===== config.mk =====
export PLATFORM = sky130hd
export DESIGN_NAME = fixed_point_to_decimal_ascii_core
export DESIGN_NICKNAME = d
export VERILOG_FILES = /design/src/rtl/ftoa_pkg.sv /design/src/rtl/ftoa_dig.sv /design/src/rtl/ftoa_ser.sv /design/src/rtl/fixed_point_to_decimal_ascii_core.sv
export VERILOG_INCLUDE_DIRS = /design/src /design/src/rtl
export SDC_FILE = /design/constraint.sdc
export NUM_CORES = 2
export LEC_CHECK = 0
export BUFFER_PORTS_ARGS = -buffer_cell sky130_fd_sc_hd__buf_2
export CAP_MARGIN = 20
export CORE_ASPECT_RATIO = 0.7
export CORE_MARGIN = 2
export CORE_UTILIZATION = 39
export CTS_BUF_LIST = sky130_fd_sc_hd__clkbuf_4 sky130_fd_sc_hd__clkbuf_8
export CTS_CLUSTER_SIZE = 10
export DETAILED_ROUTE_END_ITERATION = 12
export GPL_ROUTABILITY_DRIVEN = 0
export PLACE_DENSITY = 0.63
export SLEW_MARGIN = 20
export SYNTH_ARGS = -nofsm -noshare
export SYNTH_HDL_FRONTEND = slang
export SYNTH_SLANG_ARGS = --single-unit

===== constraint.sdc =====
create_clock -name clk_i -period 28.7 [get_ports clk_i]
set_input_delay 1.435 -clock clk_i [delete_from_list [all_inputs] [get_ports clk_i]]
set_output_delay 1.435 -clock clk_i [all_outputs]
set_load 0.005 [all_outputs]

===== src/rtl/fixed_point_to_decimal_ascii_core_defines.svh =====
// Assertion macros used by the converter's serializer.
// Depends on nothing; included by the modules that carry assertions.
`ifndef FIXED_POINT_TO_DECIMAL_ASCII_CORE_DEFINES_SVH
`define FIXED_POINT_TO_DECIMAL_ASCII_CORE_DEFINES_SVH

// Same-cycle implication, disabled while reset is asserted.
`define FTOA_ASSERT_IMPL(label, clk, rst, ante, cons) \
  label: assert property (@(posedge clk) disable iff (!rst) (ante) |-> (cons)) \
    else $error("ftoa assertion failed");

// Next-cycle implication, disabled while reset is asserted.
`define FTOA_ASSERT_NEXT(label, clk, rst, ante, cons) \
  label: assert property (@(posedge clk) disable iff (!rst) (ante) |=> (cons)) \
    else $error("ftoa assertion failed");

`endif


===== src/rtl/ftoa_pkg.sv =====
// Types and constants of the fixed-point to decimal ASCII converter.
// Depends on nothing; used by every module of the block.
package ftoa_pkg;

  localparam int NUM_STAGES  = 10;
  localparam int INT_DIGITS  = 10;
  localparam int TEXT_DIGITS = 20;
  localparam int BCD_W       = 40;

  localparam logic [33:0] INT_LIMIT = 34'd9999999999;

  localparam logic [7:0] CH_MINUS = 8'h2D;
  localparam logic [7:0] CH_DOT   = 8'h2E;
  localparam logic [7:0] CH_ZERO  = 8'h30;

  typedef logic [3:0] digit_t;

  typedef struct packed {
    logic       neg;
    logic       clamp;
    logic [3:0] prec;
    logic       rnd;
  } ftoa_ctrl_t;

endpackage


===== src/rtl/ftoa_dig.sv =====
// One digit stage: four double-dabble steps of the integer part and one
// fraction digit. Depends on ftoa_pkg.
module ftoa_dig #(
  parameter int FRACTION_BITS = 32,
  parameter int STAGE         = 0
) (
  input  logic                       clk_i,
  input  logic                       rst_ni,
  input  logic                       in_valid_i,
  output logic                       in_ready_o,
  input  ftoa_pkg::ftoa_ctrl_t       in_ctrl_i,
  input  logic [ftoa_pkg::BCD_W-1:0] in_bcd_i,
  input  logic [ftoa_pkg::BCD_W-1:0] in_ip_i,
  input  logic [FRACTION_BITS-1:0]   in_rem_i,
  input  logic [ftoa_pkg::BCD_W-1:0] in_frac_i,
  output logic                       out_valid_o,
  input  logic                       out_ready_i,
  output ftoa_pkg::ftoa_ctrl_t       out_ctrl_o,
  output logic [ftoa_pkg::BCD_W-1:0] out_bcd_o,
  output logic [ftoa_pkg::BCD_W-1:0] out_ip_o,
  output logic [FRACTION_BITS-1:0]   out_rem_o,
  output logic [ftoa_pkg::BCD_W-1:0] out_frac_o
);
  import ftoa_pkg::*;

  localparam logic [3:0] STAGE_IDX = 4'(STAGE);

  logic                     valid_q;
  ftoa_ctrl_t               ctrl_d, ctrl_q;
  logic [BCD_W-1:0]         bcd_d, bcd_q, ip_d, ip_q, frac_d, frac_q;
  logic [FRACTION_BITS-1:0] rem_d, rem_q;
  logic [FRACTION_BITS+3:0] prod;

  always_comb begin
    prod = ({4'b0, in_rem_i} << 3) + ({4'b0, in_rem_i} << 1);
    rem_d = prod[FRACTION_BITS-1:0];
    frac_d = in_frac_i;
    frac_d[STAGE*4 +: 4] = prod[FRACTION_BITS+3:FRACTION_BITS];

    // The rounding bit is the first fraction bit left after prec digits.
    ctrl_d = in_ctrl_i;
    if (in_ctrl_i.prec == STAGE_IDX && STAGE_IDX != 4'd0) begin
      ctrl_d.rnd = in_rem_i[FRACTION_BITS-1];
    end

    bcd_d = in_bcd_i;
    ip_d  = in_ip_i;
    for (int s = 0; s < 4; s++) begin
      for (int k = 0; k < INT_DIGITS; k++) begin
        if (bcd_d[k*4 +: 4] >= 4'd5) begin
          bcd_d[k*4 +: 4] = bcd_d[k*4 +: 4] + 4'd3;
        end
      end
      bcd_d = {bcd_d[BCD_W-2:0], ip_d[BCD_W-1]};
      ip_d  = {ip_d[BCD_W-2:0], 1'b0};
    end
  end

  assign in_ready_o = !valid_q || out_ready_i;

  always_ff @(posedge clk_i or negedge rst_ni) begin
    if (!rst_ni) begin
      valid_q <= 1'b0;
    end else if (in_ready_o) begin
      valid_q <= in_valid_i;
    end
  end

  always_ff @(posedge clk_i) begin
    if (in_ready_o && in_valid_i) begin
      ctrl_q <= ctrl_d;
      bcd_q  <= bcd_d;
      ip_q   <= ip_d;
      rem_q  <= rem_d;
      frac_q <= frac_d;
    end
  end

  assign out_valid_o = valid_q;
  assign out_ctrl_o  = ctrl_q;
  assign out_bcd_o   = bcd_q;
  assign out_ip_o    = ip_q;
  assign out_rem_o   = rem_q;
  assign out_frac_o  = frac_q;

endmodule


===== src/rtl/ftoa_ser.sv =====
// Character serializer: sign, integer digits without leading zeros, point
// and fraction digits, one per cycle when ready. Uses ftoa_pkg, defines.
module ftoa_ser (
  input  logic                                      clk_i,
  input  logic                                      rst_ni,
  input  logic                                      in_valid_i,
  output logic                                      in_ready_o,
  input  logic                                      in_neg_i,
  input  logic [3:0]                                in_prec_i,
  input  ftoa_pkg::digit_t [ftoa_pkg::TEXT_DIGITS-1:0] in_dig_i,
  output logic                                      out_valid_o,
  input  logic                                      out_ready_i,
  output logic [7:0]                                character_o,
  output logic                                      last_o
);
  import ftoa_pkg::*;
  `include "fixed_point_to_decimal_ascii_core_defines.svh"

  localparam logic [1:0] PH_SIGN  = 2'd0;
  localparam logic [1:0] PH_DIGIT = 2'd1;
  localparam logic [1:0] PH_DOT   = 2'd2;

  localparam logic [4:0] POS_UNITS = 5'(INT_DIGITS - 1);
  localparam logic [4:0] POS_FRAC  = 5'(INT_DIGITS);

  logic                         busy_d, busy_q;
  logic [1:0]                   phase_d, phase_q;
  logic [4:0]                   pos_d, pos_q;
  logic [3:0]                   prec_q;
  digit_t [TEXT_DIGITS-1:0]     dig_q;
  logic [4:0]                   last_pos, lead;
  logic                         is_last, load;

  assign last_pos = POS_UNITS + {1'b0, prec_q};
  assign is_last  = phase_q == PH_DIGIT && pos_q == last_pos;
  assign in_ready_o = !busy_q || (out_ready_i && is_last);
  assign load = in_valid_i && in_ready_o;

  // First nonzero integer digit; the units digit always prints.
  always_comb begin
    lead = POS_UNITS;
    for (int k = INT_DIGITS - 2; k >= 0; k--) begin
      if (in_dig_i[k] != 4'd0) begin
        lead = 5'(k);
      end
    end
  end

  always_comb begin
    busy_d  = busy_q;
    phase_d = phase_q;
    pos_d   = pos_q;
    if (load) begin
      busy_d  = 1'b1;
      phase_d = in_neg_i ? PH_SIGN : PH_DIGIT;
      pos_d   = lead;
    end else if (busy_q && out_ready_i) begin
      case (phase_q)
        PH_SIGN: begin
          phase_d = PH_DIGIT;
        end
        PH_DIGIT: begin
          if (is_last) begin
            busy_d = 1'b0;
          end else if (pos_q == POS_UNITS) begin
            phase_d = PH_DOT;
          end else begin
            pos_d = pos_q + 5'd1;
          end
        end
        PH_DOT: begin
          phase_d = PH_DIGIT;
          pos_d   = POS_FRAC;
        end
        default: begin
          busy_d = 1'b0;
        end
      endcase
    end
  end

  always_ff @(posedge clk_i or negedge rst_ni) begin
    if (!rst_ni) begin
      busy_q  <= 1'b0;
      phase_q <= PH_SIGN;
      pos_q   <= 5'd0;
    end else begin
      busy_q  <= busy_d;
      phase_q <= phase_d;
      pos_q   <= pos_d;
    end
  end

  always_ff @(posedge clk_i) begin
    if (load) begin
      prec_q <= in_prec_i;
      dig_q  <= in_dig_i;
    end
  end

  always_comb begin
    case (phase_q)
      PH_SIGN:  character_o = CH_MINUS;
      PH_DOT:   character_o = CH_DOT;
      default:  character_o = CH_ZERO + {4'b0, dig_q[pos_q]};
    endcase
  end

  assign out_valid_o = busy_q;
  assign last_o      = is_last;

  `FTOA_ASSERT_IMPL(a_dot_has_fraction, clk_i, rst_ni,
    busy_q && phase_q == PH_DOT, prec_q != 4'd0 && pos_q == POS_UNITS)
  `FTOA_ASSERT_IMPL(a_pos_in_text, clk_i, rst_ni,
    busy_q && phase_q == PH_DIGIT, pos_q <= last_pos)
  `FTOA_ASSERT_NEXT(a_sign_then_digit, clk_i, rst_ni,
    busy_q && out_ready_i && phase_q == PH_SIGN, busy_q && phase_q == PH_DIGIT)
  `FTOA_ASSERT_NEXT(a_dot_then_fraction, clk_i, rst_ni,
    busy_q && out_ready_i && phase_q == PH_DOT, phase_q == PH_DIGIT && pos_q == POS_FRAC)

endmodule


===== src/rtl/fixed_point_to_decimal_ascii_core.sv =====
// An accepted request passes the magnitude, split, ten digit and rounding
// registers, then the serializer, before its first character. Characters
// leave one per cycle while result_ready_i is high; a value's text has 1 to
// 22 characters; the serializer takes the next value only with its last
// one and sets the sustained rate. Reset is asynchronous, active low, clears
// all valid bits and sets the precision register to 10; no clearing pass.
module fixed_point_to_decimal_ascii_core #(
  parameter int MAX_FRACTION_DIGITS = 10,
  parameter int INTEGER_BITS        = 32,
  parameter int FRACTION_BITS       = 32
) (
  input  logic        clk_i,
  input  logic        rst_ni,
  input  logic        psel,
  input  logic        penable,
  input  logic        pwrite,
  input  logic [2:0]  paddr,
  input  logic [31:0] pwdata,
  output logic [31:0] prdata,
  output logic        pready,
  input  logic        value_valid_i,
  output logic        value_ready_o,
  input  logic [63:0] value_i,
  output logic        result_valid_o,
  input  logic        result_ready_i,
  output logic [7:0]  character_o,
  output logic        last_o
);
  import ftoa_pkg::*;

  localparam int         LIM_BITS  = INTEGER_BITS - 1 + FRACTION_BITS;
  localparam logic [3:0] MAX_DIG   = 4'(MAX_FRACTION_DIGITS);
  localparam logic [3:0] LAST_STG  = 4'(NUM_STAGES);
  localparam logic [2:0] ADDR_DIGITS = 3'd0;

  // Configuration register.
  logic [4:0] digits_q;

  assign pready = 1'b1;
  assign prdata = (paddr == ADDR_DIGITS) ? {{27{digits_q[4]}}, digits_q} : 32'd0;

  always_ff @(posedge clk_i or negedge rst_ni) begin
    if (!rst_ni) begin
      digits_q <= 5'd10;
    end else if (psel && penable && pwrite && paddr == ADDR_DIGITS) begin
      digits_q <= pwdata[4:0];
    end
  end

  // Stage 1: sign and saturated magnitude.
  logic        p1_v_q, p1_neg_q, p1_rdy;
  logic [63:0] p1_mag_q, mag;

  always_comb begin
    mag = value_i[63] ? (64'd0 - value_i) : value_i;
    if (mag[63]) begin
      mag = 64'h7FFF_FFFF_FFFF_FFFF;
    end
    if (LIM_BITS < 63) begin
      if (|(mag >> LIM_BITS)) begin
        mag = (64'd1 << LIM_BITS) - 64'd1;
      end
    end
  end

  // Stage 2: integer part, fraction and precision.
  logic                     p2_v_q, p2_rdy;
  ftoa_ctrl_t               p2_ctrl_q, p2_ctrl_d;
  logic [BCD_W-1:0]         p2_ip_q;
  logic [FRACTION_BITS-1:0] p2_rem_q;
  logic [63:0]              ip_full;
  logic [33:0]              ip_clip;

  always_comb begin
    ip_full = p1_mag_q >> FRACTION_BITS;
    p2_ctrl_d.neg   = p1_neg_q;
    p2_ctrl_d.clamp = ip_full > {30'd0, INT_LIMIT};
    p2_ctrl_d.rnd   = 1'b0;
    ip_clip = p2_ctrl_d.clamp ? INT_LIMIT : ip_full[33:0];
    if (digits_q[4]) begin
      if (ip_full < 64'd1)           p2_ctrl_d.prec = 4'd6;
      else if (ip_full < 64'd10)     p2_ctrl_d.prec = 4'd5;
      else if (ip_full < 64'd100)    p2_ctrl_d.prec = 4'd4;
      else if (ip_full < 64'd1000)   p2_ctrl_d.prec = 4'd3;
      else if (ip_full < 64'd10000)  p2_ctrl_d.prec = 4'd2;
      else if (ip_full < 64'd100000) p2_ctrl_d.prec = 4'd1;
      else                           p2_ctrl_d.prec = 4'd0;
    end else if (digits_q[3:0] > MAX_DIG) begin
      p2_ctrl_d.prec = MAX_DIG;
    end else begin
      p2_ctrl_d.prec = digits_q[3:0];
    end
  end

  // Digit stages.
  logic [NUM_STAGES:0]      st_v, st_rdy;
  ftoa_ctrl_t               st_ctrl [NUM_STAGES+1];
  logic [BCD_W-1:0]         st_bcd  [NUM_STAGES+1];
  logic [BCD_W-1:0]         st_ip   [NUM_STAGES+1];
  logic [BCD_W-1:0]         st_frac [NUM_STAGES+1];
  logic [FRACTION_BITS-1:0] st_rem  [NUM_STAGES+1];

  assign st_v[0]    = p2_v_q;
  assign st_ctrl[0] = p2_ctrl_q;
  assign st_bcd[0]  = '0;
  assign st_ip[0]   = p2_ip_q;
  assign st_frac[0] = '0;
  assign st_rem[0]  = p2_rem_q;

  for (genvar g = 0; g < NUM_STAGES; g++) begin : g_dig
    ftoa_dig #(
      .FRACTION_BITS(FRACTION_BITS),
      .STAGE        (g)
    ) u_dig (
      .clk_i      (clk_i),
      .rst_ni     (rst_ni),
      .in_valid_i (st_v[g]),
      .in_ready_o (st_rdy[g]),
      .in_ctrl_i  (st_ctrl[g]),
      .in_bcd_i   (st_bcd[g]),
      .in_ip_i    (st_ip[g]),
      .in_rem_i   (st_rem[g]),
      .in_frac_i  (st_frac[g]),
      .out_valid_o(st_v[g+1]),
      .out_ready_i(st_rdy[g+1]),
      .out_ctrl_o (st_ctrl[g+1]),
      .out_bcd_o  (st_bcd[g+1]),
      .out_ip_o   (st_ip[g+1]),
      .out_rem_o  (st_rem[g+1]),
      .out_frac_o (st_frac[g+1])
    );
  end

  // Rounding stage: add the rounding bit at the last printed digit, carry
  // into the integer digits, and saturate to all nines on overflow or clamp.
  logic                     r_v_q, r_neg_q, ser_rdy;
  logic [3:0]               r_prec_q;
  digit_t [TEXT_DIGITS-1:0] r_dig_q, r_dig_d;
  ftoa_ctrl_t               rc;
  logic                     rnd_eff, carry;
  logic [4:0]               lsb;

  assign rc = st_ctrl[NUM_STAGES];

  always_comb begin
    rnd_eff = !rc.clamp && rc.prec != 4'd0 &&
              ((rc.prec == LAST_STG) ? st_rem[NUM_STAGES][FRACTION_BITS-1] : rc.rnd);
    lsb = 5'(INT_DIGITS - 1) + {1'b0, rc.prec};
    for (int k = 0; k < INT_DIGITS; k++) begin
      r_dig_d[k] = st_bcd[NUM_STAGES][(INT_DIGITS-1-k)*4 +: 4];
      r_dig_d[INT_DIGITS+k] = st_frac[NUM_STAGES][k*4 +: 4];
    end
    carry = 1'b0;
    for (int k = TEXT_DIGITS - 1; k >= 0; k--) begin
      if (5'(k) == lsb) begin
        carry = rnd_eff;
      end
      if (carry) begin
        if (r_dig_d[k] == 4'd9) begin
          r_dig_d[k] = 4'd0;
        end else begin
          r_dig_d[k] = r_dig_d[k] + 4'd1;
          carry = 1'b0;
        end
      end
    end
    if (rc.clamp || carry) begin
      for (int k = 0; k < TEXT_DIGITS; k++) begin
        r_dig_d[k] = 4'd9;
      end
    end
  end

  assign st_rdy[NUM_STAGES] = !r_v_q || ser_rdy;
  assign p2_rdy = !p2_v_q || st_rdy[0];
  assign p1_rdy = !p1_v_q || p2_rdy;
  assign value_ready_o = p1_rdy;

  always_ff @(posedge clk_i or negedge rst_ni) begin
    if (!rst_ni) begin
      p1_v_q <= 1'b0;
      p2_v_q <= 1'b0;
      r_v_q  <= 1'b0;
    end else begin
      if (p1_rdy) p1_v_q <= value_valid_i;
      if (p2_rdy) p2_v_q <= p1_v_q;
      if (st_rdy[NUM_STAGES]) r_v_q <= st_v[NUM_STAGES];
    end
  end

  always_ff @(posedge clk_i) begin
    if (p1_rdy && value_valid_i) begin
      p1_neg_q <= value_i[63];
      p1_mag_q <= mag;
    end
    if (p2_rdy && p1_v_q) begin
      p2_ctrl_q <= p2_ctrl_d;
      p2_ip_q   <= {{(BCD_W-34){1'b0}}, ip_clip};
      p2_rem_q  <= p1_mag_q[FRACTION_BITS-1:0];
    end
    if (st_rdy[NUM_STAGES] && st_v[NUM_STAGES]) begin
      r_neg_q  <= rc.neg;
      r_prec_q <= rc.prec;
      r_dig_q  <= r_dig_d;
    end
  end

  ftoa_ser u_ser (
    .clk_i      (clk_i),
    .rst_ni     (rst_ni),
    .in_valid_i (r_v_q),
    .in_ready_o (ser_rdy),
    .in_neg_i   (r_neg_q),
    .in_prec_i  (r_prec_q),
    .in_dig_i   (r_dig_q),
    .out_valid_o(result_valid_o),
    .out_ready_i(result_ready_i),
    .character_o(character_o),
    .last_o     (last_o)
  );

endmodule

==> qor.csv <==
metric,value,unit
routed len/inst,14.0,um
initial DRC count,2474,
Initial Util,0.393,
CP startpoint kind,flop,
FILL cells,15700,
layout cells sized above 1,0.0986,
Post-synth EDFFs,1173,
Rows,127,
Die Ht,352,um
Reg-to-Reg End,g_dig[7].u_dig.out_bcd_o[10]$_DFFE_PP_,
global route overflow,0,
Critical Path End Type,output port,
setup TNS,0,ns
largest net degree at the start of global routing,76,
Fmax,174,MHz
run status,"complete, no violations",
H-tree depth,4,
Final Hold Vio Count,0,
Post-synth top flop,edfxtp_1,
clk sinks,1199,
Post-CTS Resized,0,
CP max-delay cell,nor2_1,
Vias/cell,4.97,
syn avg cell area,11.9,sq um
post-route ant nets,0,
depth of the worst register-to-register path,19,
multi-input logic area,29600,sq um
most frequent cells in the layout,"edfxtp_1 (1173), ha_1 (560), inv_1 (401)",
register area,35900,sq um
drt total wl,116,mm
IO Count,150,
Core Region,171000,sq um
cells along the critical path,"ha_1, xor2_1, o211ai_1, a211oi_1, nand2_1, nand4_1, nor2_1, and3_1, and4_1, nand3_1, buf_2",
worst hold path depth,0,
vias in the first global route,40600,
relative slew slack,0.255,
die area,176000,sq um
Port Buffers,118,
fin crit share,0.200,
first drt pass iteration count,5,
Yosys cell types,89,
crit path buf inv count,1,
global-route wire length before repair,195,mm
GRT Util Overall,0.132,
Max Cap Violations,0,
"Setup violations, final",0,
required time of the critical path,27.26,ns
Seq cells post-synth,1199,
clock root buffer,clkbuf_8,
Clock Path Buffers,3,
CTS buffer count,179,
"Seq/Total Area, Yosys",0.533,
critical path arrival,4.31,ns
die width,500,um
Final #Nets,6602,
synthesized area,67300,sq um
post-DP HPWL,86.0,mm
CTS Hold Bufs,0,
Vias,41400,
Slew @ Worst Pin,1.11,ns
Yosys warnings,0,
hold wc startpoint,r_dig_q[78]$_SDFFCE_PP0P_,
TritonCTS clock tree,done,
"FFs w/ async S/R, synth",0.0217,
"most common cell after layout, fill and taps aside",edfxtp_1,
r2r setup slk,24.03,ns
Top delay family on crit path,simple AND/OR/NAND/NOR gates,
Mapped Cells,5675,
WS Path Type,reg2out,
Finished Core Util,0.433,
RSZ-0062 raised after global routing,false,
"Slew Viols, Final",0,
"Clk Latency, worst-skew pair",0.91,ns
worst min path class,reg2reg,
Layout Skew,0.0431,ns
DRC viols,0,
initial antenna violation count,9,
Worst Hold End,u_ser.dig_q[78]$_DFFE_PP_,
Worst R2R Start,g_dig[6].u_dig.out_bcd_o[4]$_DFFE_PP_,
Max stage delay on crit path,0.89,ns
crit path time final,5.75,ns
post-CTS setup buffer count,0,
Synth-to-Final Area Change,10.3,%
Clock transition at path regs,0.06,ns
crit-path max FO,7,
Crit path depth,11,
==> registers in the layout, summed over array words and instances, names as in the netlist, 5 cells and up <==
signal	flops
g_dig.u_dig.out_rem_o	244
g_dig.u_dig.out_frac_o	220
g_dig.u_dig.out_bcd_o	175
g_dig.u_dig.out_ip_o	174
r_dig_q	80
u_ser.dig_q	80
p1_mag_q	63
g_dig.u_dig.out_ctrl_o	59
p2_rem_q	32
p2_ip_q	31
g_dig.u_dig.out_valid_o	10
digits_q	5
p2_ctrl_q	5
u_ser.pos_q	5
==> layout make-up <==
| type | instances | area share |
|---|---|---|
| Clock buffer | 239 | 0.0402 |
| Clock inverter | 91 | 0.00944 |
| Timing Repair Buffer | 139 | 0.0101 |
| Antenna cell | 2 | 0.0000674 |
| Multi-Input combinational cell | 4006 | 0.399 |
| Inverter | 402 | 0.0203 |
| Sequential cell | 1199 | 0.483 |
| Tap cell | 2257 | 0.0380 |
==> metrics by stage <==
step | hold WS (ns) | setup WS [ns] | area, sq um | instances
after floorplan | 0.400 | 18.68 | 67300 | 5677
after global placement | 0.401 | 22.98 | 70500 | 8003
after detailed placement | 0.405 | 23.26 | 70500 | 8003
after CTS | 0.374 | 22.82 | 74200 | 8333
after global routing | 0.401 | 22.54 | 74200 | 8333
final | 0.384 | 22.95 | 74200 | 8335
==> per-layer routing <==
layer  track usage  routed length [um]
met1         0.183               57700
met2         0.212               51300
met3        0.0252                4880
met4        0.0395                2450
met5             0                  13
==> worst max path at each step <==
| stage | startpoint | to | slack (ns) |
|---|---|---|---|
| floorplan | u_ser.prec_q[0]$_DFFE_PP_ | g_dig[8].u_dig.out_bcd_o[0]$_DFFE_PP_ | 18.68 |
| global placement | value_i[4] | p1_mag_q[1]$_SDFFCE_PP1P_ | 22.98 |
| detailed placement | value_i[4] | p1_mag_q[47]$_SDFFCE_PP1P_ | 23.26 |
| CTS | u_ser.prec_q[0]$_DFFE_PP_ | value_ready_o | 22.82 |
| global route | u_ser.prec_q[0]$_DFFE_PP_ | value_ready_o | 22.54 |
| finish | u_ser.prec_q[0]$_DFFE_PP_ | value_ready_o | 22.95 |
==> cells in the mapped netlist (12+ instances only) <==
cell type  instances  area [sq um]
xor2_1           126          1100
xnor2_1          317          2780
o21ai_0          296          1480
nor3_1            91           455
dfrtp_1           24           601
nand4_1           20           125
nor4_1            25           156
o41ai_1           13           114
clkbuf_1          30           113
a21oi_1          371          1860
mux2i_1          197          1970
o31ai_1           42           315
buf_4             31           233
o21a_1            87           653
nand3_1           95           475
or3_1             42           263
mux4_2            24           541
o211ai_1          25           188
mux2_2            89          1000
nor2b_1          135           845
and2_1            33           206
edfxtp_1        1173         35200
ha_1             560          7010
nand2b_1         150           938
and3_1            31           194
o21bai_1          26           195
a31oi_1           25           156
a211oi_1          30           225
nand2_1          381          1430
inv_1            402          1510
nor2_1           363          1360
or2_2             19           119
a21o_1           101           758
a211o_1           12           105
a21boi_0          39           293
nor3b_1           68           510
==> cell families (layout without fill, tap and decap cells) <==
group | count (synthesis) | count (layout) | synth area share
XOR/XNOR | 443 | 443 | 0.0577
adder cells (fa/ha/maj) | 569 | 569 | 0.107
other | 2 | 6 | 0.000112
AO/OA/AOI/OAI | 1170 | 1170 | 0.109
AND/OR/NAND/NOR | 1509 | 1509 | 0.113
multiplexers | 311 | 311 | 0.0524
flip-flops | 1199 | 1199 | 0.533
buffers and inverters | 472 | 871 | 0.0287
Power is left out: the tool's default activity adds up to more than one toggle a clock period on the data nets, which glitch-free logic cannot reach.
